## config.mk

```make
export PLATFORM = sky130hd
export DESIGN_NAME = longest_prefix_route_lookup_flat
export DESIGN_NICKNAME = d
export VERILOG_FILES = /design/src/design/lprl_pkg.sv /design/src/design/lprl_req_if.sv /design/src/design/lprl_rsp_if.sv /design/src/design/lprl_ctrl.sv /design/src/design/lprl_dp.sv /design/src/design/longest_prefix_route_lookup.sv /design/src/flat_wrapper.sv
export SDC_FILE = /design/constraint.sdc
export NUM_CORES = 1
export LEC_CHECK = 0
export BUFFER_PORTS_ARGS = -buffer_cell sky130_fd_sc_hd__buf_4
export CAP_MARGIN = 25
export CELL_PAD_IN_SITES_DETAIL_PLACEMENT = 0
export CELL_PAD_IN_SITES_GLOBAL_PLACEMENT = 1
export CORE_UTILIZATION = 55
export CTS_BUF_LIST = sky130_fd_sc_hd__clkbuf_8 sky130_fd_sc_hd__clkbuf_16
export DETAILED_ROUTE_END_ITERATION = 16
export GPL_ROUTABILITY_DRIVEN = 0
export PLACE_DENSITY = 0.75
export SETUP_SLACK_MARGIN = 0.1
export SLEW_MARGIN = 20
export SYNTH_ARGS = -nofsm -noshare
export SYNTH_HDL_FRONTEND = slang
export SYNTH_SLANG_ARGS = --single-unit
```

## constraint.sdc

```tcl
create_clock -name clk -period 9.2 [get_ports clk]
set_input_delay 1.84 -clock clk [delete_from_list [all_inputs] [get_ports clk]]
set_output_delay 1.84 -clock clk [all_outputs]
set_load 0.03 [all_outputs]
```

## src/design/lprl_pkg.sv

```systemverilog
// lprl_pkg: shared widths, function codes, control structs and the
// leading-ones count for the longest prefix route lookup
// no dependencies
package lprl_pkg;

    localparam int ROUTE_ENTRIES_DEF = 16;
    localparam int ADDR_W            = 32;
    localparam int INDEX_W           = 4;
    localparam int LEN_W             = 6;
    localparam int INDEX_SLOTS       = 1 << INDEX_W;

    // function codes carried by the func field
    localparam logic FUNC_WRITE  = 1'b0;
    localparam logic FUNC_LOOKUP = 1'b1;

    typedef enum logic [1:0] {
        ST_IDLE,
        ST_SCAN,
        ST_DRAIN,
        ST_DONE
    } lprl_state_t;

    // controller to datapath commands
    typedef struct packed {
        logic start;
        logic scan;
        logic rsp_load;
    } lprl_cmd_t;

    // datapath to controller status
    typedef struct packed {
        logic scan_last;
        logic out_free;
    } lprl_status_t;

    // length of the leading run of ones, 0..32
    function automatic logic [LEN_W-1:0] lead_ones(input logic [ADDR_W-1:0] m);
        logic [LEN_W-1:0] n;
        n = LEN_W'(ADDR_W);
        // highest zero bit decides, later iterations override earlier ones
        for (int i = 0; i < ADDR_W; i++)
        begin
            if (!m[i])
            begin
                n = LEN_W'(ADDR_W - 1 - i);
            end
        end
        return n;
    endfunction

endpackage

```

## src/design/lprl_req_if.sv

```systemverilog
// lprl_req_if: request channel, valid/ready plus write and lookup payload
// depends on lprl_pkg
interface lprl_req_if
    import lprl_pkg::*;
();
    logic               valid;
    logic               ready;
    logic               func;
    logic [INDEX_W-1:0] entry_index;
    logic               entry_valid;
    logic [ADDR_W-1:0]  entry_prefix;
    logic [ADDR_W-1:0]  entry_mask;
    logic [ADDR_W-1:0]  lookup_addr;

    modport source (
        output valid, func, entry_index, entry_valid, entry_prefix, entry_mask,
               lookup_addr,
        input  ready
    );

    modport sink (
        input  valid, func, entry_index, entry_valid, entry_prefix, entry_mask,
               lookup_addr,
        output ready
    );
endinterface

```

## src/design/lprl_rsp_if.sv

```systemverilog
// lprl_rsp_if: response channel, valid/ready plus lookup result payload
// depends on lprl_pkg
interface lprl_rsp_if
    import lprl_pkg::*;
();
    logic               valid;
    logic               ready;
    logic               hit;
    logic [INDEX_W-1:0] best_index;
    logic [LEN_W-1:0]   best_length;

    modport source (
        output valid, hit, best_index, best_length,
        input  ready
    );

    modport sink (
        input  valid, hit, best_index, best_length,
        output ready
    );
endinterface

```

## src/design/lprl_ctrl.sv

```systemverilog
// lprl_ctrl: transaction sequencer for writes and table scans
// depends on lprl_pkg
module lprl_ctrl
    import lprl_pkg::*;
(
    input  logic         clk,
    input  logic         rst_n,
    input  logic         req_valid,
    input  logic         req_func,
    output logic         req_ready,
    input  lprl_status_t status,
    output lprl_cmd_t    cmd
);

    lprl_state_t state_reg;
    lprl_state_t state_next;

    // state register
    always_ff @(posedge clk or negedge rst_n)
    begin
        if (!rst_n)
        begin
            state_reg <= ST_IDLE;
        end
        else
        begin
            state_reg <= state_next;
        end
    end

    // next state
    always_comb
    begin
        state_next = state_reg;
        case (state_reg)
            ST_IDLE:
            begin
                if (req_valid)
                begin
                    state_next = (req_func == FUNC_LOOKUP) ? ST_SCAN : ST_DONE;
                end
            end
            ST_SCAN:
            begin
                if (status.scan_last)
                begin
                    state_next = ST_DRAIN;
                end
            end
            ST_DRAIN:
            begin
                state_next = ST_DONE;
            end
            ST_DONE:
            begin
                if (status.out_free)
                begin
                    state_next = ST_IDLE;
                end
            end
            default:
            begin
                state_next = ST_IDLE;
            end
        endcase
    end

    // outputs
    always_comb
    begin
        req_ready    = 1'b0;
        cmd.start    = 1'b0;
        cmd.scan     = 1'b0;
        cmd.rsp_load = 1'b0;
        case (state_reg)
            ST_IDLE:
            begin
                req_ready = 1'b1;
                cmd.start = req_valid;
            end
            ST_SCAN:
            begin
                cmd.scan = 1'b1;
            end
            ST_DRAIN:
            begin
            end
            ST_DONE:
            begin
                cmd.rsp_load = status.out_free;
            end
            default:
            begin
            end
        endcase
    end

endmodule

```

## src/design/lprl_dp.sv

```systemverilog
// lprl_dp: route table storage, scan counter, match compare, best tracking
// and the response register; depends on lprl_pkg and the channel interfaces
module lprl_dp
    import lprl_pkg::*;
#(
    parameter int ROUTE_ENTRIES = ROUTE_ENTRIES_DEF
) (
    input  logic          clk,
    input  logic          rst_n,
    lprl_req_if.sink      req,
    lprl_rsp_if.source    rsp,
    input  lprl_cmd_t     cmd,
    output lprl_status_t  status
);

    // only slots reachable by the index field can ever become valid
    localparam int SLOTS = (ROUTE_ENTRIES < INDEX_SLOTS) ? ROUTE_ENTRIES : INDEX_SLOTS;
    localparam int IDX_W = (SLOTS > 1) ? $clog2(SLOTS) : 1;

    logic [ADDR_W-1:0] prefix_mem [SLOTS];
    logic [ADDR_W-1:0] mask_mem   [SLOTS];
    logic [SLOTS-1:0]  valid_reg;

    logic [IDX_W-1:0]  cnt_reg;
    logic [ADDR_W-1:0] addr_reg;

    logic              rd_pend_reg;
    logic              rd_valid_reg;
    logic [IDX_W-1:0]  rd_idx_reg;
    logic [ADDR_W-1:0] rd_prefix_reg;
    logic [ADDR_W-1:0] rd_mask_reg;

    logic               hit_reg;
    logic [INDEX_W-1:0] idx_reg;
    logic [LEN_W-1:0]   len_reg;

    logic               out_valid_reg;
    logic               out_hit_reg;
    logic [INDEX_W-1:0] out_idx_reg;
    logic [LEN_W-1:0]   out_len_reg;

    logic               wr_en;
    logic [IDX_W-1:0]   wr_addr;
    logic               match;
    logic [LEN_W-1:0]   cand_len;
    logic               take;

    // table write decode, out of range slots are dropped
    assign wr_en   = cmd.start && (req.func == FUNC_WRITE)
                     && (int'(req.entry_index) < ROUTE_ENTRIES);
    assign wr_addr = IDX_W'(req.entry_index);

    // prefix and mask storage, no reset
    always_ff @(posedge clk)
    begin
        if (wr_en)
        begin
            prefix_mem[wr_addr] <= req.entry_prefix;
            mask_mem[wr_addr]   <= req.entry_mask;
        end
        if (cmd.scan)
        begin
            rd_prefix_reg <= prefix_mem[cnt_reg];
            rd_mask_reg   <= mask_mem[cnt_reg];
        end
    end

    // valid bits, scan counter and read pipeline control
    always_ff @(posedge clk or negedge rst_n)
    begin
        if (!rst_n)
        begin
            valid_reg    <= '0;
            cnt_reg      <= '0;
            rd_pend_reg  <= 1'b0;
            rd_valid_reg <= 1'b0;
            rd_idx_reg   <= '0;
        end
        else
        begin
            if (wr_en)
            begin
                valid_reg[wr_addr] <= req.entry_valid;
            end
            if (cmd.start)
            begin
                cnt_reg <= '0;
            end
            else if (cmd.scan)
            begin
                cnt_reg <= cnt_reg + 1'b1;
            end
            rd_pend_reg <= cmd.scan;
            if (cmd.scan)
            begin
                rd_valid_reg <= valid_reg[cnt_reg];
                rd_idx_reg   <= cnt_reg;
            end
        end
    end

    // lookup address capture
    always_ff @(posedge clk)
    begin
        if (cmd.start)
        begin
            addr_reg <= req.lookup_addr;
        end
    end

    // compare the fetched entry against the address
    assign match    = rd_valid_reg && (((addr_reg ^ rd_prefix_reg) & rd_mask_reg) == '0);
    assign cand_len = lead_ones(rd_mask_reg);
    assign take     = rd_pend_reg && match && (!hit_reg || (cand_len > len_reg));

    // running best, strict compare keeps the lower index on ties
    always_ff @(posedge clk or negedge rst_n)
    begin
        if (!rst_n)
        begin
            hit_reg <= 1'b0;
            idx_reg <= '0;
            len_reg <= '0;
        end
        else if (cmd.start)
        begin
            hit_reg <= 1'b0;
            idx_reg <= '0;
            len_reg <= '0;
        end
        else if (take)
        begin
            hit_reg <= 1'b1;
            idx_reg <= INDEX_W'(rd_idx_reg);
            len_reg <= cand_len;
        end
    end

    // response register
    always_ff @(posedge clk or negedge rst_n)
    begin
        if (!rst_n)
        begin
            out_valid_reg <= 1'b0;
        end
        else if (cmd.rsp_load)
        begin
            out_valid_reg <= 1'b1;
        end
        else if (rsp.ready)
        begin
            out_valid_reg <= 1'b0;
        end
    end

    always_ff @(posedge clk)
    begin
        if (cmd.rsp_load)
        begin
            out_hit_reg <= hit_reg;
            out_idx_reg <= idx_reg;
            out_len_reg <= len_reg;
        end
    end

    assign rsp.valid       = out_valid_reg;
    assign rsp.hit         = out_hit_reg;
    assign rsp.best_index  = out_idx_reg;
    assign rsp.best_length = out_len_reg;

    assign status.scan_last = (cnt_reg == IDX_W'(SLOTS - 1));
    assign status.out_free  = !out_valid_reg || rsp.ready;

endmodule

```

## src/design/longest_prefix_route_lookup.sv

```systemverilog
// longest prefix route lookup, one transaction at a time
// write: response loaded in the done state once the response register is free
// lookup: N = min(ROUTE_ENTRIES, 16) entries scanned
//   one entry a cycle through the table read port, then the drain and done states
// reset: asynchronous active low, clears all route valid bits and control;
//   prefix and mask storage is not cleared
module longest_prefix_route_lookup
    import lprl_pkg::*;
#(
    parameter int ROUTE_ENTRIES = ROUTE_ENTRIES_DEF
) (
    input  logic       clk,
    input  logic       rst_n,
    lprl_req_if.sink   req,
    lprl_rsp_if.source rsp
);

    lprl_cmd_t    cmd;
    lprl_status_t status;
    logic         ctrl_ready;

    // sequencer
    lprl_ctrl u_ctrl (
        .clk       (clk),
        .rst_n     (rst_n),
        .req_valid (req.valid),
        .req_func  (req.func),
        .req_ready (ctrl_ready),
        .status    (status),
        .cmd       (cmd)
    );

    assign req.ready = ctrl_ready;

    // table and compare datapath
    lprl_dp #(
        .ROUTE_ENTRIES (ROUTE_ENTRIES)
    ) u_dp (
        .clk    (clk),
        .rst_n  (rst_n),
        .req    (req),
        .rsp    (rsp),
        .cmd    (cmd),
        .status (status)
    );

    // a miss reports zero index and length
    a_miss_zero: assert property (@(posedge clk) disable iff (!rst_n)
        (rsp.valid && !rsp.hit) |-> (rsp.best_index == '0 && rsp.best_length == '0))
        else $error("miss response with nonzero index or length");

    // prefix length never exceeds the address width
    a_len_range: assert property (@(posedge clk) disable iff (!rst_n)
        rsp.valid |-> (rsp.best_length <= LEN_W'(ADDR_W)))
        else $error("prefix length out of range");

    // one transaction in flight: no accept right after an accept
    a_one_busy: assert property (@(posedge clk) disable iff (!rst_n)
        (req.valid && req.ready) |=> !req.ready)
        else $error("request accepted while busy");

endmodule

```

## src/flat_wrapper.sv

```systemverilog
// flat-port wrapper written by rule: the top's interface ports become plain ports
module longest_prefix_route_lookup_flat import lprl_pkg::*;
#(
    parameter int ROUTE_ENTRIES = ROUTE_ENTRIES_DEF
)
  (clk, rst_n, req_valid, req_func, req_entry_index, req_entry_valid, req_entry_prefix, req_entry_mask, req_lookup_addr, req_ready, rsp_valid, rsp_hit, rsp_best_index, rsp_best_length, rsp_ready);
  lprl_req_if req_i ();
  lprl_rsp_if rsp_i ();
  input  logic clk;
  input  logic rst_n;
  input wire logic [$bits(req_i.valid)-1:0] req_valid;
  input wire logic [$bits(req_i.func)-1:0] req_func;
  input wire logic [$bits(req_i.entry_index)-1:0] req_entry_index;
  input wire logic [$bits(req_i.entry_valid)-1:0] req_entry_valid;
  input wire logic [$bits(req_i.entry_prefix)-1:0] req_entry_prefix;
  input wire logic [$bits(req_i.entry_mask)-1:0] req_entry_mask;
  input wire logic [$bits(req_i.lookup_addr)-1:0] req_lookup_addr;
  output wire logic [$bits(req_i.ready)-1:0] req_ready;
  output wire logic [$bits(rsp_i.valid)-1:0] rsp_valid;
  output wire logic [$bits(rsp_i.hit)-1:0] rsp_hit;
  output wire logic [$bits(rsp_i.best_index)-1:0] rsp_best_index;
  output wire logic [$bits(rsp_i.best_length)-1:0] rsp_best_length;
  input wire logic [$bits(rsp_i.ready)-1:0] rsp_ready;
  assign req_i.valid = req_valid;
  assign req_i.func = req_func;
  assign req_i.entry_index = req_entry_index;
  assign req_i.entry_valid = req_entry_valid;
  assign req_i.entry_prefix = req_entry_prefix;
  assign req_i.entry_mask = req_entry_mask;
  assign req_i.lookup_addr = req_lookup_addr;
  assign req_ready = req_i.ready;
  assign rsp_valid = rsp_i.valid;
  assign rsp_hit = rsp_i.hit;
  assign rsp_best_index = rsp_i.best_index;
  assign rsp_best_length = rsp_i.best_length;
  assign rsp_i.ready = rsp_ready;
  longest_prefix_route_lookup #(.ROUTE_ENTRIES(ROUTE_ENTRIES)) u_core (.clk(clk), .rst_n(rst_n), .req(req_i), .rsp(rsp_i));
endmodule
```

# Yosys cells after proc, flatten, opt, wreduce, memory -nomap -nowiden

Memories as Yosys holds them, arrays and structs flattened. A register that Yosys moved wholly into a read port is not among the register bits.
Cells that the tools add are included.

Mux-type cells: 58
$add $sub $neg: 1
Magnitude comparators: 4
Bitwise operators: 3
Reduce and logical (&&, ||, !) cells: 15
Div/mod/pow operators: 0
Shift operators: 0
$mul: 0
Equal/unequal tests: 7

Operators by type and width:

| cell                                                              | count |
|---|---|
| two-way mux 6 bit                                                 | 34 |
| AND 32 bit                                                        | 1 |
| logical NOT 32 bit                                                | 1 |
| bitwise XOR 32 bit                                                | 1 |
| bitwise mux 16 bit                                                | 1 |
| two-way mux 4 bit                                                 | 4 |
| two-way mux 1 bit                                                 | 12 |
| < comparator 4 x 5 -> 1 bit, second input constant                | 2 |
| two-way mux 2 bit                                                 | 4 |
| case mux 2 bit (4 select lines)                                   | 1 |
| greater-than comparator 6 bit                                     | 1 |
| nonzero test 2 bit                                                | 3 |
| logical AND 1 bit                                                 | 5 |
| adder 4 x 1 -> 4 bit, second input constant                       | 1 |
| binary-select mux 1 bit (select 4 bit)                            | 1 |
| demux 1 bit (select 4 bit)                                        | 1 |
| equality test 2 bit, second input constant                        | 2 |
| equality test 4 bit, second input constant                        | 1 |
| greater-or-equal comparator 4 x 1 -> 1 bit, second input constant | 1 |
| != test 2 bit, second input constant                              | 2 |
| AND reduction 3 bit                                               | 1 |
| equality test 2 x 1 -> 1 bit, second input constant               | 1 |
| logical NOT 1 bit                                                 | 2 |
| logical NOT 2 bit                                                 | 1 |
| other kinds (3)                                                   | 4 |

Memory bits (read-only): 0
Bits in latches: 0
Bits in registers: 83
Output and inout bits: 13
RAM bits: 1,024
Memories kept: 2

Memories:

| memory                 | words | bits a word | rd ports | clocked after memory_dff | write ports | line          | text |
|---|---|---|---|---|---|---|---|
| u_core.u_dp.mask_mem   | 16    | 32          | 1        | 1                        | 1           | lprl_dp.sv:21 | `logic [ADDR_W-1:0] mask_mem [SLOTS];` |
| u_core.u_dp.prefix_mem | 16    | 32          | 1        | 1                        | 1           | lprl_dp.sv:20 | `logic [ADDR_W-1:0] prefix_mem [SLOTS];` |

# Longest topological paths before layout

Word-level depth: 37
Depth in mapped cells: 13

# Worst setup path before layout

No wires, ideal clock.

Kind: input -> register
Start: input req_func
End: register u_core.u_dp.valid_reg[0]
Setup time: 0.087 ns
Data required time: 9.113 ns
Setup slack: 1.537 ns
Buffers on the path: 0
Data arrival time: 7.576 ns
Stages: 3
Cell sequence: or4_1 nor3_1 mux2_2

Cells in the longest elaborated chain, start to end: 2

Ends and longest elaborated chain:

| item                            | line               | text |
|---|---|---|
| from (decl)                     | flat_wrapper.sv:12 | `input wire logic [$bits(req_i.func)-1:0] req_func;` |
| inverter 1 bit                  | lprl_dp.sv:49      | `assign wr_en = cmd.start && (req.func == FUNC_WRITE)` |
| logical AND 1 bit               | lprl_dp.sv:49      |  |
| to (signal, indexed assignment) | lprl_dp.sv:83      | `valid_reg[wr_addr] <= req.entry_valid;` |
| to (decl)                       | lprl_dp.sv:22      | `logic [SLOTS-1:0] valid_reg;` |

Every way passes these cells.
A chain may end at the register's enable or synchronous reset.

# Worst setup path in the final report

Start: input req_valid
End: register u_core.u_dp.valid_reg[7]

Cells in the longest elaborated chain, start to end: 2

Ends and longest elaborated chain:

| item              | line               | text |
|---|---|---|
| from (decl)       | flat_wrapper.sv:11 | `input wire logic [$bits(req_i.valid)-1:0] req_valid;` |
| two-way mux 1 bit | lprl_ctrl.sv:75    | `case (state_reg)` |
| logical AND 1 bit | lprl_dp.sv:49      |  |

Every way passes these cells.

==> run summary <==
Number of remaining DRC errors: 0
Final Hold Viols: 0
Final HPWL DP: 53610 µm
Post-synth top area cell: edfxtp_1
Setup TNS: 0 ps
Initial Utilization: 56.00%
Drt via density: 6.370
Die area: 0.08210 mm²
Global-route wire length before repair: 144100 µm
Count leader, synth: edfxtp_1
CTS tree: done
Post CTS Setup Buffer Count: 0
Hold buffers post-CTS: 0
Largest net degree at the start of global routing: 131
H-tree levels: 3
Avg Inst Size Synth: 24.05 µm²
Area of the multi-input gates: 0.009241 mm²
Worst Hold Depth: 0
GR Overflow Total: 0
Worst-case reg-to-reg path depth: 4
Endpoint class of the critical path: register
Die span in x: 286.5 µm
Total core area: 0.07952 mm²
PD cells: 268.4 mW/mm²
Hold Crit Start: u_core.u_dp.len_reg[1]
Fill cell count: 5213
Clk slew on worst S/H paths: 60 ps
YS warnings: 0
Commonest cells in the netlist: edfxtp_1 (1131), mux4_2 (325), dfrtp_1 (40), xor2_1 (34), clkbuf_1 (32)
Most used DFF post-synth: edfxtp_1
Std-Cell Rows: 103
MaxCap Viol Count: 0
Min Tclk post-route: 4205 ps
Final setup viols: 0
Initial antenna violation count: 5
Seq. cell area: 0.03498 mm²
Largest regs: u_core.u_dp.mask_mem: 512 flops, u_core.u_dp.prefix_mem: 512 flops
Worst-margin pin slew: 1079 ps
Post-cts repair resize count: 0
Total GRT Usage: 24.58%
Post-DRT Antenna Nets: 0
CTS Buf Count: 114
Wire length per cell after detailed routing: 30.65 µm
Finished Cell Area: 0.05026 mm²
Mapped cell area: 0.04453 mm²
Slew Viols, Final: 0
Final net count: 2161
Post-synth top area share: 76.28%
Share of layout cells above drive strength 1: 31.87%
Crit path DAT: 4760 ps
Worst-path maximum fanout: 43
Yosys cell types: 46
Post-synth EDFFs: 1131
Status: finished, final reports clean
Reg2reg setup slack: 5380 ps
Period utilization: 45.71%
Placed Area: 0.04679 mm²
Worst Path Required: 9760 ps
Asr flop ratio synth: 3.416%
Maximum vdd drop: 0.2052 mV
Leakage Power: 0.01591 µW
Vias in the first global route: 21.02k
IO Count: 119
Slew HR: 28.04%
CTS Sinks: 1171
Sequential-to-total area share from yosys stat: 78.53%
#FFs+latches synth: 1171
Startpoint types: primary input
Via count: 20.33k
Hold crit path type: register to register
Drt pass-1 iters: 5
Syn_nets: 1968
Clock Skews: 25.44 ps
Die H: 286.5 µm
Worst Hold End: u_core.u_dp.rsp.best_length[1]
Gate Count Post-Synth: 1851
P&R area growth vs syn: 12.88%
Clock Latency Late Sink: 680 ps
FF-to-FF Start: u_core.u_dp.cnt_reg[0]
PortBufs: 118
Fmax: 0.2378 GHz
Clock root buffer master: clkbuf_16
Initial DRC Count: 2114
Reg2reg end: u_core.u_dp.rd_prefix_reg[20]
Synth top area cells: edfxtp_1 (76%), mux4_2 (16%), dfrtp_1 (2.2%)
RSZ-0062 raised after global routing: no
Crit Path Category: primary input to register
Longest Clk Path Bufs: 3
WL final: 97840 µm
-- how the worst max path moves through the flow --
stage	startpoint	endpoint	slack (ps)	cells after the start
6_report	req_valid	u_core.u_dp.valid_reg[7]	4990	7
5_1_grt	req_valid	u_core.u_dp.valid_reg[7]	4760	7
4_1_cts	req_valid	u_core.u_dp.valid_reg[7]	4980	7
3_5_place_dp	req_valid	u_core.u_dp.valid_reg[7]	4280	7
3_3_place_gp	req_valid	u_core.u_dp.valid_reg[0]	3990	6
2_1_floorplan	req_func	u_core.u_dp.valid_reg[0]	1540	3
-- placed cells by master (no fill, tap or decap), drive strengths merged, types with 17 or more instances in the layout --
cell    count
dfrtp      40
xor2       34
nor2       27
clkinv     51
edfxtp   1131
mux4      325
buf       154
a22oi      28
clkbuf    117
mux2       21
inv        52
nand2      20
o21ai      20
a21oi      17
-- worst max-delay path, cell delays in order --
cell and delay (ps):
buf_4 90, nand2_1 140, nor2_1 220, nand3_1 350
nor2_4 890, buf_4 800, mux2_2 410
-- cells by family after synthesis --
kind of cell / count (synthesis) / share of synthesized area, %
AOI/OAI and AO/OA: 83 / 1.236
buffers and inverters: 95 / 0.9948
adders and majority gates: 11 / 0.3091
DFF: 1171 / 78.53
muxes: 348 / 17.02
and+or+nand+nor: 108 / 1.231
xor gates and xnor gates: 35 / 0.6885
-- stage by stage --
| stage | std cells | util [%] | total power (µW) | setup slack [ps] | hold WS, ps |
|---|---|---|---|---|---|
| floorplan | 1851 | - | 8441 | 1537 | 421.5 |
| global placement | 2974 | 58.80 | 9270 | 3993 | 428.2 |
| detailed placement | 2978 | 58.84 | 9312 | 4280 | 432.9 |
| CTS | 3190 | 63.20 | 13600 | 4982 | 453.1 |
| global route | 3191 | 63.21 | 13980 | 4755 | 464.9 |
| finish | 3192 | 63.21 | 13490 | 4995 | 454.0 |
-- routing by layer --
layer  up-vias  wire [µm]  track usage (%)
li1       8348          -                -
met1     10989      41600            36.99
met2       849      47110            38.22
met3       141       7091            4.054
met4         6       2002            6.123
met5         -         37                0
-- power breakdown --
group          switching, µW  internal, µW  leakage [µW]
Sequential               321          6200        0.0107
Clock                   1910          2410       0.00182
Combinational           1340          1310       0.00335
Total                   3570          9920        0.0159
-- final cells by class --
class	count	area share, %
clock buffers	117	5.758
multi-input cells	585	18.39
well taps	1050	2.614
clock inverters	95	1.145
repair buffers	154	2.360
diodes	2	0.009957
inverters	18	0.1344
flip-flops and latches	1171	69.59
No activity file was read; power rests on OpenSTA's default activity.
